===== src/assert_macros.svh =====
// Assertion helpers used by the back stage of the arc slip tracker.
`ifndef ASSERT_MACROS_SVH
`define ASSERT_MACROS_SVH

// A property that must hold at every clock edge outside reset.
`define CAST_ASSERT(label, clk, rstn, prop) \
    label: assert property (@(posedge clk) disable iff (!rstn) (prop)) \
        else $error("assertion failed");

// A condition that implies a consequence in the same cycle.
`define CAST_ASSERT_IMPL(label, clk, rstn, ante, cons) \
    label: assert property (@(posedge clk) disable iff (!rstn) (ante) |-> (cons)) \
        else $error("assertion failed");

// A condition that implies a consequence in the next cycle.
`define CAST_ASSERT_NEXT(label, clk, rstn, ante, cons) \
    label: assert property (@(posedge clk) disable iff (!rstn) (ante) |=> (cons)) \
        else $error("assertion failed");

`endif


===== src/cast_pkg.sv =====
package cast_pkg;

    // Default table geometry and queue depth.
    localparam int SAT_SLOTS_DEF = 64;
    localparam int SIG_SLOTS_DEF = 4;
    localparam int QUEUE_DEPTH   = 2;

    // Port widths.
    localparam int TDATA_IN_W  = 176;
    localparam int TUSER_IN_W  = 3;
    localparam int TDATA_OUT_W = 40;
    localparam int TUSER_OUT_W = 2;
    localparam int CFG_IDX_W   = 2;
    localparam int CFG_DATA_W  = 22;

    // Milliseconds in one GNSS week.
    localparam logic [29:0] WEEK_MS = 30'd604800000;

    // Register reset values.
    localparam logic [21:0] LOCK_TOL_RST    = 22'd100;
    localparam logic [21:0] ROVER_GAP_RST   = 22'd1000;
    localparam logic [21:0] BASE_GAP_RST    = 22'd5000;
    localparam logic [20:0] PHASE_LIM_RST   = 21'd5120;

    typedef enum logic [1:0] {
        CFG_LOCK_TOL  = 2'd0,
        CFG_ROVER_GAP = 2'd1,
        CFG_BASE_GAP  = 2'd2,
        CFG_PHASE_LIM = 2'd3
    } cfg_reg_t;

    typedef enum logic [2:0] {
        CAUSE_NONE     = 3'd0,
        CAUSE_FIRST    = 3'd1,
        CAUSE_REACQ    = 3'd2,
        CAUSE_LOCK     = 3'd3,
        CAUSE_CHANNEL  = 3'd4,
        CAUSE_GAP      = 3'd5,
        CAUSE_DOPPLER  = 3'd6,
        CAUSE_REVERSAL = 3'd7
    } cause_t;

    typedef enum logic [1:0] {
        KIND_SKIP    = 2'd0,
        KIND_INVALID = 2'd1,
        KIND_CHECK   = 2'd2
    } kind_t;

    typedef enum logic [2:0] {
        ST_CLEAR  = 3'd0,
        ST_IDLE   = 3'd1,
        ST_DIFF   = 3'd2,
        ST_DELTA  = 3'd3,
        ST_PROD   = 3'd4,
        ST_ERR    = 3'd5,
        ST_FINISH = 3'd6
    } back_state_t;

    typedef struct packed {
        kind_t        kind;
        logic         from_base;
        logic [5:0]   sat;
        logic [1:0]   sig;
        logic [15:0]  week;
        logic [29:0]  tow;
        logic [47:0]  phase;
        logic [31:0]  doppler;
        logic         doppler_ok;
        logic [31:0]  lock;
        logic [7:0]   channel;
    } item_t;

    typedef struct packed {
        logic         active;
        logic [31:0]  arc_id;
        logic [15:0]  week;
        logic [29:0]  tow;
        logic [47:0]  phase;
        logic [31:0]  doppler;
        logic         doppler_ok;
        logic [31:0]  lock;
        logic [7:0]   channel;
    } entry_t;

    typedef struct packed {
        logic         usable;
        logic         new_arc;
        logic [31:0]  arc_number;
        cause_t       reset_cause;
    } result_t;

    typedef struct packed {
        logic [21:0]  lock_tol;
        logic [21:0]  rover_gap;
        logic [21:0]  base_gap;
        logic [20:0]  phase_lim;
    } cfg_t;

endpackage


===== src/cast_queue.sv =====
module cast_queue #(
    parameter int DEPTH = cast_pkg::QUEUE_DEPTH
) (
    input  logic            aclk,
    input  logic            aresetn,
    input  logic            push,
    input  cast_pkg::item_t push_item,
    output logic            full,
    input  logic            pop,
    output cast_pkg::item_t pop_item,
    output logic            empty
);

    localparam int PTR_W = (DEPTH > 1) ? $clog2(DEPTH) : 1;
    localparam int CNT_W = $clog2(DEPTH + 1);

    cast_pkg::item_t slot_reg [DEPTH];
    logic [PTR_W-1:0] wr_ptr_reg, wr_ptr_next;
    logic [PTR_W-1:0] rd_ptr_reg, rd_ptr_next;
    logic [CNT_W-1:0] count_reg, count_next;

    assign full     = (count_reg == CNT_W'(DEPTH));
    assign empty    = (count_reg == '0);
    assign pop_item = slot_reg[rd_ptr_reg];

    // Pointer and fill count update.
    always_comb begin
        wr_ptr_next = wr_ptr_reg;
        rd_ptr_next = rd_ptr_reg;
        count_next  = count_reg;
        if (push) begin
            wr_ptr_next = (wr_ptr_reg == PTR_W'(DEPTH - 1)) ? '0 : wr_ptr_reg + 1'b1;
        end
        if (pop) begin
            rd_ptr_next = (rd_ptr_reg == PTR_W'(DEPTH - 1)) ? '0 : rd_ptr_reg + 1'b1;
        end
        if (push && !pop) begin
            count_next = count_reg + 1'b1;
        end else if (pop && !push) begin
            count_next = count_reg - 1'b1;
        end
    end

    always_ff @(posedge aclk) begin
        if (!aresetn) begin
            wr_ptr_reg <= '0;
            rd_ptr_reg <= '0;
            count_reg  <= '0;
        end else begin
            wr_ptr_reg <= wr_ptr_next;
            rd_ptr_reg <= rd_ptr_next;
            count_reg  <= count_next;
        end
    end

    // Item storage.
    always_ff @(posedge aclk) begin
        if (push) begin
            slot_reg[wr_ptr_reg] <= push_item;
        end
    end

endmodule


===== config.mk =====
export PLATFORM = sky130hd
export DESIGN_NAME = cast_queue
export DESIGN_NICKNAME = d
export VERILOG_FILES = /design/src/assert_macros.svh /design/src/cast_pkg.sv /design/src/cast_queue.sv
export SDC_FILE = /design/constraint.sdc
export NUM_CORES = 1
export LEC_CHECK = 0
export BUFFER_PORTS_ARGS = -buffer_cell sky130_fd_sc_hd__buf_2
export CORE_UTILIZATION = 40
export CTS_CLUSTER_DIAMETER = 60
export CTS_CLUSTER_SIZE = 8
export DETAILED_ROUTE_END_ITERATION = 10
export GPL_ROUTABILITY_DRIVEN = 0
export PLACE_DENSITY_LB_ADDON = 0.1
export SLEW_MARGIN = 20
export SYNTH_ARGS = -nofsm -noshare
export SYNTH_HDL_FRONTEND = slang
export SYNTH_SLANG_ARGS = --single-unit

===== constraint.sdc =====
create_clock -name aclk -period 10.2 [get_ports aclk]
set_input_delay 0.51 -clock aclk [delete_from_list [all_inputs] [get_ports aclk]]
set_output_delay 0.51 -clock aclk [all_outputs]
set_load 0.01 [all_outputs]

# Word-level counts from Yosys, hierarchy flattened
# Memory sizes are Yosys's and may differ from the RTL's. A register that Yosys moved wholly into a read port is not among the register bits.
# Cells that the tools add are included.
# op_classes
reduce_logical	6
addsub	4
n_mux	8
eq_ne	1
# ops
cell	count
$mux W1	6
$mux W2	2
$add A1 B1 Y1 const B	2
$add A2 B1 Y2 const B	1
$eq A2 B2 Y1 const B	1
$logic_and A1 B1 Y1	2
$logic_not A1 Y1	2
$logic_not A2 Y1	1
$reduce_bool A2 Y1	1
$sub A2 B1 Y2 const B	1
# word_totals
output_inout_bits	180
word_cells	23
input_bits	182
memories	1
register_bits	4
ramBits	356
# memory_table
memory	depth	width	read_ports	rd_ports_with_merged_regs	wr	line_no	source
slot_reg	2	178	1	1	1	cast_queue.sv:17	cast_pkg::item_t slot_reg [DEPTH];

# Logic depth before layout (Yosys ltp)
# depth
word_depth	4
depth_mapped	5
ltp_nobuf	5

# Worst setup path after synthesis
# No wires, ideal clock.
# synth_timing
kind	input port to flip-flop
start	in push
end	mem slot_reg[0][0] (netlist bit), enable pin
stages	1
n_path_buf	0
t_arrival_ns	8.225
setup_ns	0.739
path_slack_ns	1.236
path_cell_list	nor2b_1
# synth_between
elab_chain_len	2
# synth_rtl
item	line_no	source
start: declaration	cast_queue.sv:6	input logic push,
$mux W1	cast_queue.sv:58	if (push) begin
$mux W1 (implied by the code)	cast_queue.sv:59	slot_reg[wr_ptr_reg] <= push_item;
end: declaration	cast_queue.sv:17	
# No other way between the ends.

==> insert_results.sql <==
INSERT INTO impl_metrics (metric_group, metric, value, unit) VALUES
('sta', 'finalHoldViolations', '0', ''),
('drt', 'drt_first_pass_iters', '4', ''),
('die', 'row_count', '66', ''),
('sta', 'fin_skew', '0.0198', 'ns'),
('die', 'die_h', '186', 'microns'),
('sta', 'worst_slack', '6.69', 'ns'),
('sta', 'unrepaired_setup_endpoints_after_global_routing', 'no', ''),
('synth', 'cell_taking_the_most_area_after_synthesis', 'sky130_fd_sc_hd__edfxtp_1', ''),
('global_route', 'globalRoute.totalOverflow', '0', ''),
('power', 'power.static_leakage', '6.63', 'nW'),
('synth', 'synth_warnings', '0', ''),
('worst_setup_path', 'required', '9.69', 'ns'),
('die', 'io_pins', '362', ''),
('drt', 'via_count_of_the_routed_design', '6685', ''),
('worst_setup_path', 'critical_path.max_stage_delay', '0.81', 'ns'),
('synth', 'synthMuxAreaShare', '17.7', '%'),
('worst_setup_path', 'setup.worst_path.class', 'reg2out', ''),
('clock_tree', 'tritoncts_clock_tree', 'yes', ''),
('clock_tree', 'clk_latency', '0.53', 'ns'),
('drt', 'post_drt_wl_per_cell', '18.9', 'microns'),
('synth', 'synth_most_common_cell', 'sky130_fd_sc_hd__edfxtp_1', ''),
('sta', 'maxSlewViolCount', '0', ''),
('final_layout', 'area.growth.synth_to_final', '27.0', '%'),
('worst_setup_path', 'worst-path-max-fanout', '68', ''),
('clock_tree', 'path_clk_slew', '0.05', 'ns'),
('worst_setup_path', 'arrival_time_at_the_worst_endpoint', '3.00', 'ns'),
('die', 'die_x', '186', 'microns'),
('synth', 'synth.net_count', '759', ''),
('final_layout', 'drive_gt1_share', '61.0', '%'),
('synth', 'synth.yosys.seq_area_share', '80.0', '%'),
('drt', 'drt_drc_violations_left', '0', ''),
('synth', 'yosysUniqueCellTypes', '17', ''),
('worst_setup_path', 'setup.worst_path.start_class', 'register', ''),
('synth', 'async_reset_ff_share', '0', '%'),
('clock_tree', 'holdBufCountCts', '0', ''),
('worst_setup_path', 'reg2reg_depth', '3', ''),
('synth', 'synth_top_cell_area_share', '79.3', '%'),
('synth', 'yosys_register_bits', '361', ''),
('global_route', 'grtUsageMet2', '25.3', '%'),
('global_route', 'grt.met1_usage', '17.4', '%'),
('drt', 'final_antenna_net_count', '0', ''),
('sta', 'finalCritPeriodShare', '34.4', '%'),
('placement', 'portBuffers', '361', ''),
('drt', 'postRouteWirelength', '27200', 'microns'),
('worst_setup_path', 'worst_path_dominant_cell_family', 'buffers and inverters', ''),
('placement', 'dp_worst_setup_slack', '7.04', 'ns'),
('final_layout', 'fillerInstances', '2835', ''),
('synth', 'syn_inst', '576', ''),
('sta', 'min_period', '3.51', 'ns'),
('synth', 'syn-mean-instance-area', '23.4', 'sq um'),
('placement', 'dp_hpwl', '17700', 'microns'),
('synth', 'synth_simple_gate_area_share', '0.399', '%'),
('final_layout', 'multiInputGateArea', '2510', 'sq um'),
('synth', 'synth_ff_type', 'sky130_fd_sc_hd__edfxtp_1', ''),
('clock_tree', 'ctsResizeCount', '0', ''),
('drt', 'routed_via_density', '4.66', ''),
('min_path', 'worst_hold_path_type', 'in2reg', ''),
('clock_tree', 'htree_levels', '2', ''),
('global_route', 'global_route_met3_usage', '5.83', '%'),
('sta', 'fin_setup_tns', '0', 'ns'),
('synth', 'yosys-top-cells-area', 'sky130_fd_sc_hd__edfxtp_1 79%, sky130_fd_sc_hd__mux2_4 11%, sky130_fd_sc_hd__mux2_2 6.4%', ''),
('synth', 'synth_xor_xnor_area_share', '0.195', '%'),
('die', 'initial_util', '41.0', '%'),
('worst_setup_path', 'crit_path_top_delay_cell', 'sky130_fd_sc_hd__buf_4', ''),
('sta', 'max_slew_margin', '33.0', '%'),
('global_route', 'first_global_vias', '6760', ''),
('clock_tree', 'cts-buffers-inserted', '51', ''),
('worst_setup_path', 'sequence_of_cells_on_the_critical_path', 'buf_16 > buf_4 > mux2_2 > buf_2', ''),
('sta', 'transition_time_of_the_tightest_slew_check_pin', '1.00', 'ns'),
('status', 'outcome', 'completed', ''),
('synth', 'synth_area_in_compound_gates', '0.148', '%');
[path summary, 6_finish.rpt]
kind                   from          endpoint  slack (ns)
max                register      pop_item[28]        6.69
min reg2reg    count_reg[1]      count_reg[1]        0.53
min          push_item[161]  slot_reg[1][161]        0.16
max reg2reg      wr_ptr_reg  slot_reg[0][133]        7.60
[power by group]
part / leakage [nW] / switching [mW] / internal (mW)
registers: 3.38 / 0.0243 / 1.72
logic: 2.57 / 0.175 / 0.179
clock network: 0.670 / 0.546 / 0.915
[metrics by stage]
step	hold slack, ns	utilization (%)	std cells	cell area, sq um	total power, mW
final	0.164	52.1	1435	17100	3.56
after floorplan	0.473	-	576	13500	2.00
after CTS	0.139	52.0	1431	17100	3.61
after global placement	0.501	47.8	1366	15700	2.13
after detailed placement	0.512	47.8	1366	15700	2.13
after global routing	0.138	52.1	1433	17100	3.69
[cells in the final DEF, fill, tap and decap left out, drive strengths merged]
cell type / synthesis / final
nor2: 1 / 1
o21ai: 1 / 1
clkbuf: 0 / 64
xor2: 2 / 2
nor2b: 3 / 3
a21boi: 1 / 1
mux2: 178 / 178
ha: 1 / 1
diode: 0 / 3
buf: 20 / 369
o21a: 1 / 1
xnor2: 1 / 1
and2: 4 / 4
dfxtp: 5 / 5
edfxtp: 356 / 356
clkinv: 0 / 1
inv: 1 / 1
or3: 1 / 1
[layout make-up]
class	count	share of cell area, %
multi-input cells	194	14.6
repair buffers	369	11.0
clock buffers	64	7.98
clock inverters	1	0.0511
inverters	1	0.0219
diodes	3	0.0438
flip-flops and latches	361	63.0
well taps	442	3.23
[per-layer routing]
metal,part of all wire (%),vias up
met5,0.26,-
met4,2.4,12
met3,9.1,63
met2,50,262
met1,39,3254
li1,-,3094
[cell families after synthesis]
kind of cell,count (synthesis)
muxes,178
buffers and inverters,21
xor gates and xnor gates,3
and+or+nand+nor,9
DFF,361
adders and majority gates,1
AOI/OAI and AO/OA,3
Power figures use the tool's default switching activity.
