## src/assert_macros.svh

```systemverilog
// Assertion helpers used by the back stage of the arc slip tracker.
`ifndef ASSERT_MACROS_SVH
`define ASSERT_MACROS_SVH

// A property that must hold at every clock edge outside reset.
`define CAST_ASSERT(label, clk, rstn, prop) \
    label: assert property (@(posedge clk) disable iff (!rstn) (prop)) \
        else $error("assertion failed");

// A condition that implies a consequence in the same cycle.
`define CAST_ASSERT_IMPL(label, clk, rstn, ante, cons) \
    label: assert property (@(posedge clk) disable iff (!rstn) (ante) |-> (cons)) \
        else $error("assertion failed");

// A condition that implies a consequence in the next cycle.
`define CAST_ASSERT_NEXT(label, clk, rstn, ante, cons) \
    label: assert property (@(posedge clk) disable iff (!rstn) (ante) |=> (cons)) \
        else $error("assertion failed");

`endif

```

## src/cast_pkg.sv

```systemverilog
package cast_pkg;

    // Default table geometry and queue depth.
    localparam int SAT_SLOTS_DEF = 64;
    localparam int SIG_SLOTS_DEF = 4;
    localparam int QUEUE_DEPTH   = 2;

    // Port widths.
    localparam int TDATA_IN_W  = 176;
    localparam int TUSER_IN_W  = 3;
    localparam int TDATA_OUT_W = 40;
    localparam int TUSER_OUT_W = 2;
    localparam int CFG_IDX_W   = 2;
    localparam int CFG_DATA_W  = 22;

    // Milliseconds in one GNSS week.
    localparam logic [29:0] WEEK_MS = 30'd604800000;

    // Register reset values.
    localparam logic [21:0] LOCK_TOL_RST    = 22'd100;
    localparam logic [21:0] ROVER_GAP_RST   = 22'd1000;
    localparam logic [21:0] BASE_GAP_RST    = 22'd5000;
    localparam logic [20:0] PHASE_LIM_RST   = 21'd5120;

    typedef enum logic [1:0] {
        CFG_LOCK_TOL  = 2'd0,
        CFG_ROVER_GAP = 2'd1,
        CFG_BASE_GAP  = 2'd2,
        CFG_PHASE_LIM = 2'd3
    } cfg_reg_t;

    typedef enum logic [2:0] {
        CAUSE_NONE     = 3'd0,
        CAUSE_FIRST    = 3'd1,
        CAUSE_REACQ    = 3'd2,
        CAUSE_LOCK     = 3'd3,
        CAUSE_CHANNEL  = 3'd4,
        CAUSE_GAP      = 3'd5,
        CAUSE_DOPPLER  = 3'd6,
        CAUSE_REVERSAL = 3'd7
    } cause_t;

    typedef enum logic [1:0] {
        KIND_SKIP    = 2'd0,
        KIND_INVALID = 2'd1,
        KIND_CHECK   = 2'd2
    } kind_t;

    typedef enum logic [2:0] {
        ST_CLEAR  = 3'd0,
        ST_IDLE   = 3'd1,
        ST_DIFF   = 3'd2,
        ST_DELTA  = 3'd3,
        ST_PROD   = 3'd4,
        ST_ERR    = 3'd5,
        ST_FINISH = 3'd6
    } back_state_t;

    typedef struct packed {
        kind_t        kind;
        logic         from_base;
        logic [5:0]   sat;
        logic [1:0]   sig;
        logic [15:0]  week;
        logic [29:0]  tow;
        logic [47:0]  phase;
        logic [31:0]  doppler;
        logic         doppler_ok;
        logic [31:0]  lock;
        logic [7:0]   channel;
    } item_t;

    typedef struct packed {
        logic         active;
        logic [31:0]  arc_id;
        logic [15:0]  week;
        logic [29:0]  tow;
        logic [47:0]  phase;
        logic [31:0]  doppler;
        logic         doppler_ok;
        logic [31:0]  lock;
        logic [7:0]   channel;
    } entry_t;

    typedef struct packed {
        logic         usable;
        logic         new_arc;
        logic [31:0]  arc_number;
        cause_t       reset_cause;
    } result_t;

    typedef struct packed {
        logic [21:0]  lock_tol;
        logic [21:0]  rover_gap;
        logic [21:0]  base_gap;
        logic [20:0]  phase_lim;
    } cfg_t;

endpackage

```

## src/cast_front.sv

```systemverilog
module cast_front #(
    parameter int SATELLITE_SLOTS = cast_pkg::SAT_SLOTS_DEF,
    parameter int SIGNAL_SLOTS    = cast_pkg::SIG_SLOTS_DEF
) (
    input  logic                            aclk,
    input  logic                            aresetn,
    input  logic                            enable,
    input  logic                            s_tvalid,
    output logic                            s_tready,
    input  logic [cast_pkg::TDATA_IN_W-1:0] s_tdata,
    input  logic [cast_pkg::TUSER_IN_W-1:0] s_tuser,
    input  logic                            q_full,
    output logic                            q_push,
    output cast_pkg::item_t                 q_item
);

    logic            hold_valid_reg, hold_valid_next;
    cast_pkg::item_t hold_item_reg;
    cast_pkg::item_t in_item;
    logic            accept;
    logic            fields_ok;

    assign q_push   = hold_valid_reg && !q_full;
    assign s_tready = enable && (!hold_valid_reg || !q_full);
    assign accept   = s_tvalid && s_tready;
    assign q_item   = hold_item_reg;

    // Unpack the transaction and classify it.
    always_comb begin
        in_item.from_base  = s_tuser[0];
        fields_ok          = s_tuser[1];
        in_item.doppler_ok = s_tuser[2];
        in_item.sat        = s_tdata[5:0];
        in_item.sig        = s_tdata[7:6];
        in_item.week       = s_tdata[23:8];
        in_item.tow        = s_tdata[53:24];
        in_item.phase      = s_tdata[101:54];
        in_item.doppler    = s_tdata[133:102];
        in_item.lock       = s_tdata[165:134];
        in_item.channel    = s_tdata[173:166];
        if ((32'(in_item.sat) >= 32'(SATELLITE_SLOTS)) ||
            (32'(in_item.sig) >= 32'(SIGNAL_SLOTS))) begin
            in_item.kind = cast_pkg::KIND_SKIP;
        end else if (!fields_ok || (in_item.tow >= cast_pkg::WEEK_MS)) begin
            in_item.kind = cast_pkg::KIND_INVALID;
        end else begin
            in_item.kind = cast_pkg::KIND_CHECK;
        end
    end

    always_comb begin
        hold_valid_next = hold_valid_reg;
        if (accept) begin
            hold_valid_next = 1'b1;
        end else if (q_push) begin
            hold_valid_next = 1'b0;
        end
    end

    always_ff @(posedge aclk) begin
        if (!aresetn) begin
            hold_valid_reg <= 1'b0;
        end else begin
            hold_valid_reg <= hold_valid_next;
        end
    end

    always_ff @(posedge aclk) begin
        if (accept) begin
            hold_item_reg <= in_item;
        end
    end

endmodule

```

## config.mk

```make
export PLATFORM = sky130hd
export DESIGN_NAME = cast_front
export DESIGN_NICKNAME = d
export VERILOG_FILES = /design/src/assert_macros.svh /design/src/cast_pkg.sv /design/src/cast_front.sv
export SDC_FILE = /design/constraint.sdc
export NUM_CORES = 1
export LEC_CHECK = 0
export BUFFER_PORTS_ARGS = -buffer_cell sky130_fd_sc_hd__clkbuf_2
export CAP_MARGIN = 25
export CORE_AREA = 2 2 140 142
export CTS_CLUSTER_DIAMETER = 120
export CTS_CLUSTER_SIZE = 16
export DETAILED_ROUTE_END_ITERATION = 12
export DIE_AREA = 0 0 142 144
export SLEW_MARGIN = 30
export SYNTH_ARGS = -nofsm -noshare
export SYNTH_HDL_FRONTEND = slang
export SYNTH_SLANG_ARGS = --single-unit
export TNS_END_PERCENT = 10
```

## constraint.sdc

```tcl
create_clock -name aclk -period 13.1 [get_ports aclk]
set_input_delay 1.31 -clock aclk [delete_from_list [all_inputs] [get_ports aclk]]
set_output_delay 1.31 -clock aclk [all_outputs]
set_load 0.01 [all_outputs]
```

Word level (Yosys, flattened, before mapping):

Index checks and enable logic that the tools add are counted.

* register bits after elaboration: 179
* output and inout port bits: 180
* word-level logic and storage cells: 25
* bits of input ports: 184

* $lt $le $gt $ge: 1
* muxes and demuxes: 3
* reductions and logical operators: 9

Operator list (count)
* $ge 30x30->1 const B: 1
* $logic_and 1x1->1: 3
* $logic_not 1->1: 3
* $logic_or 1x1->1: 2
* $mux 1: 2
* $mux 2: 1
* $reduce_bool 2->1: 1

Depth between registers and ports, before layout:

* depth in word-level cells: 5
* mapped depth: 4
* depth with buffers taken out: 4

Least setup slack after synthesis:

OpenSTA, ideal clock, no wires.

* path type: input to register
* start: input q_full
* end: register hold_item_reg (netlist bit q_item[0]), enable pin
* data required time: 12569 ps
* setup time: 531 ps
* path buffers: 0
* setup slack: 7492 ps
* arrival time: 5077 ps
* stages on the path: 4
* cell sequence: nand2_1 -> and2_1 -> nand2_1 -> inv_1

* cells in the longest elaborated chain, start to end: 4

Ends and longest elaborated chain
* start, declared: RTL line cast_front.sv:12 `input logic q_full,`
* $logic_not 1->1: RTL line cast_front.sv:24 `assign s_tready = enable && (!hold_valid_reg || !q_full);`
* $logic_or 1x1->1: RTL line cast_front.sv:24
* $logic_and 1x1->1: RTL line cast_front.sv:24
* via s_tready: RTL line cast_front.sv:9 `output logic s_tready,`
* $logic_and 1x1->1: RTL line cast_front.sv:25 `assign accept = s_tvalid && s_tready;`
* via accept: RTL line cast_front.sv:20 `logic accept;`
* end signal, assigned: RTL line cast_front.sv:70 `hold_item_reg <= in_item;`
* end, declared: RTL line cast_front.sv:18 `cast_pkg::item_t hold_item_reg;`

The timed path passes the listed nets, and every way through them passes these cells.
A chain may end at the register's enable or synchronous reset.

Final worst setup path:

* start: input q_full
* end: register hold_item_reg (netlist bit q_item[57]), enable pin

* cells in the longest elaborated chain, start to end: 4

Ends and longest elaborated chain (RTL line)
* $logic_not 1->1: cast_front.sv:24
* $logic_or 1x1->1: cast_front.sv:24
* $logic_and 1x1->1: cast_front.sv:24
* $logic_and 1x1->1: cast_front.sv:25
* via accept: cast_front.sv:20

The timed path passes the listed nets, and every way through them passes these cells.

==> impl_results.md <==
- Run status: completed
- Reg2reg end: q_item[57]$_DFFE_PP_
- Max Fclk: 0.320 GHz
- Switching pwr: 276 uW
- Nets: 766
- Asr flop ratio synth: 0%
- Fin Setup TNS: 0 ns
- Total Power: 1220 uW
- Part of the power in registers: between 50% and 60%
- Fin crit period: 3.12 ns
- Req. time, crit path: 13.14 ns
- Via/cell ratio: 4.15
- Filler instances: about 1700
- Number of global-route vias before repair: approximately 3600
- Yosys synthesis warning count: 0
- Final instance area: ~0.0082 mm2
- GPL Wtd Cong: 0.724
- Slew Limit Headroom: 45.9%
- Clock buffer count from CTS: 17
- Gr ovfl total: 0
- Synth Flop Type: edfxtp_1
- First-pass GRT wire length: about 20000 um
- Clk_skew: just under 0.008 ns
- RSZ-0062 raised after global routing: no
- DIE WIDTH: around 140 um
- IO Count: about 360
- Synth Net Count: 385
- Worst vdd rail ir drop: between 0.07 and 0.08 mV
- Htree depth: 4
- Share of cells above drive strength 1: 66.6%
- Internal power: ~950 uW
- WS Path Type: input port to flop
- CP startpoint kind: input port
- Die extent in y: about 140 um
- Synthesized instance count: 201
- Placed Cells: ~800
- Max-Cap Viols: 0
- Hold WC Path Type: flop to flop
- Initial antenna violation count: 0
- IO Port Bufs: 361
- Sw Ratio: a little under a quarter
- FP Rows: 51
- CP endpoint kind: flop
- Total track usage: between 10% and 20%
- CTS Hold Bufs: 0
- First-iteration detailed-routing DRC count: 160
- Worst slack at placement: about 9.3 ns
- Routed len/inst: around 17 um
- Crit path max fanout: 91
- Post-synth EDFFs: about 180
- Final cell count without fillers: roughly 830
- Crit path arrival time: 3.17 ns
- Post-synth cell types: 16
- Post-CTS Setup Inserts: 0
- Largest register FFs: around 180
- PD cells: approximately 150 mW/mm2
- Slew Viols, Final: 0
- R2r setup slk: ~11 ns
- Area of the multi-input gates: roughly 140 um2
- Final period util: 23.9%
- Diodes inserted: 0
- DRC viols: 0
- PostCTS Resize Cnt: 0
- Core box area: 0.0191 mm2
- Routed vias: ~3500
- Post-synth design cell area: around 0.0055 mm2
- DR pass1 iterations: 4
- Initial Util: between 20 and 30%
- Clk Latency, worst-skew pair: between 0.4 and 0.5 ns
- Worst hold stages: 2
- Endpoints failing setup: 0
- Hold endpoint: hold_valid_reg$_SDFFE_PN0P_
- Endpoints failing hold: 0
- Combinational share of power: 6.3%
- TritonCTS clock tree: built
- Post-route setup slack: ~10 ns
- Storage cell area: approximately 0.0054 mm2
- Sequential fraction of the synthesis area: 97.4%
- Die area: ~0.020 mm2
- Clk Tree Root Cell: clkbuf_16
- Worst flop-to-flop path startpoint: hold_valid_reg$_SDFFE_PN0P_
- Largest net degree at the start of global routing: 92
- Syn_area_per_cell: 27.4 um2
- R2R depth: 5
- Worst Tran Pin Value: approximately 0.81 ns
- Max Root-Sink Buffers: 2
- Clk slew on worst S/H paths: approximately 0.070 ns
- Number of nets with antenna violations after detailed routing: 0
- Hold Crit Start: hold_valid_reg$_SDFFE_PN0P_
- Placed Area: 0.00762 mm2
- WL final: between 10000 and 15000 um
- #FFs+latches synth: between 150 and 200
- Num Clock Sinks: ~180
- Leakage: roughly 0.0035 uW
- Synth-to-Final Area Change: 48.5%
- Clock share of power: a little under 40%
[power groups by stage]
stage | sequential, uW | clock, uW | combinational [uW]
after floorplan | 695 | 0 | 10.4
after global placement | 679 | 0 | 77.3
after detailed placement | 680 | 0 | 79.5
after CTS | 667 | 493 | 79.5
after global routing | 669 | 518 | 85.0
final | 667 | 478 | 77.5
[through the flow]
step                      hold WS (ns)  util [%]
final                            0.481      42.9
after global routing             0.518      42.9
after CTS                        0.485      42.8
after global placement           0.469      40.0
after floorplan                  0.451         -
after detailed placement         0.476      40.0
[metal layers]
| layer | track usage, % | share of wire (%) | up-vias |
|---|---|---|---|
| li1 | - | - | 1584 |
| met3 | 6.46 | 11 | 8 |
| met5 | 0 | 0 | - |
| met4 | 4.58 | 1.2 | 0 |
| met2 | 21.8 | 52 | 220 |
| met1 | 14.4 | 36 | 1642 |
[Yosys cell counts, types with 2 or more instances]
| cell type | n | area share, % |
|---|---|---|
| a21boi_0 | 2 | 0.27 |
| edfxtp_1 | 178 | 97 |
| nand2_1 | 4 | 0.27 |
| nand3_1 | 3 | 0.27 |
| nor2b_1 | 2 | 0.23 |
| nor4_1 | 2 | 0.23 |
[cell usage in the layout (no fill, tap or decap)]
cell and instances:
clkbuf_2 361, edfxtp_1 178, clkbuf_16 17, inv_6 5, nand2_1 4, clkinv_4 4, inv_8 4, nand3_1 3
nor2b_1 2, a21boi_0 2, nor4_1 2, clkbuf_1 2, and2_1 1, or4_4 1, nor3_2 1, a211o_1 1
or2_2 1, a211o_2 1, nor4b_1 1, and3_1 1, clkinv_1 1, dfxtp_1 1, buf_6 1
[worst max-delay path, cell delays in order]
cell and delay (ns):
clkbuf_2 0.09, nand2_1 0.07, and2_1 0.15, nand2_1 0.12, inv_6 0.56, buf_6 0.66
[cell families (layout without fill, tap and decap cells)]
logic type	after synthesis	after routing	synth area share [%]
buffers and inverters	1	395	0.0681
DFF	179	179	97.4
AOI/OAI and AO/OA	4	4	0.613
and+or+nand+nor	17	17	1.89
[cell type report]
cell class	instances	share of cell area (%)
sequential	179	65.6
timing repair buffer	362	22.2
clock buffer	19	5.29
tap	238	3.64
multi-input combinational	21	1.68
clock inverter	13	1.45
inverter	1	0.107
[worst max-delay path by stage]
stage / from / to / cells after the start
2_1_floorplan: q_full / q_item[0]$_DFFE_PP_ / 4
3_3_place_gp: q_full / q_item[35]$_DFFE_PP_ / 6
3_5_place_dp: q_full / q_item[168]$_DFFE_PP_ / 6
4_1_cts: q_full / q_item[54]$_DFFE_PP_ / 6
5_1_grt: q_full / q_item[86]$_DFFE_PP_ / 6
6_report: q_full / q_item[57]$_DFFE_PP_ / 6
Power figures use the tool's default switching activity.
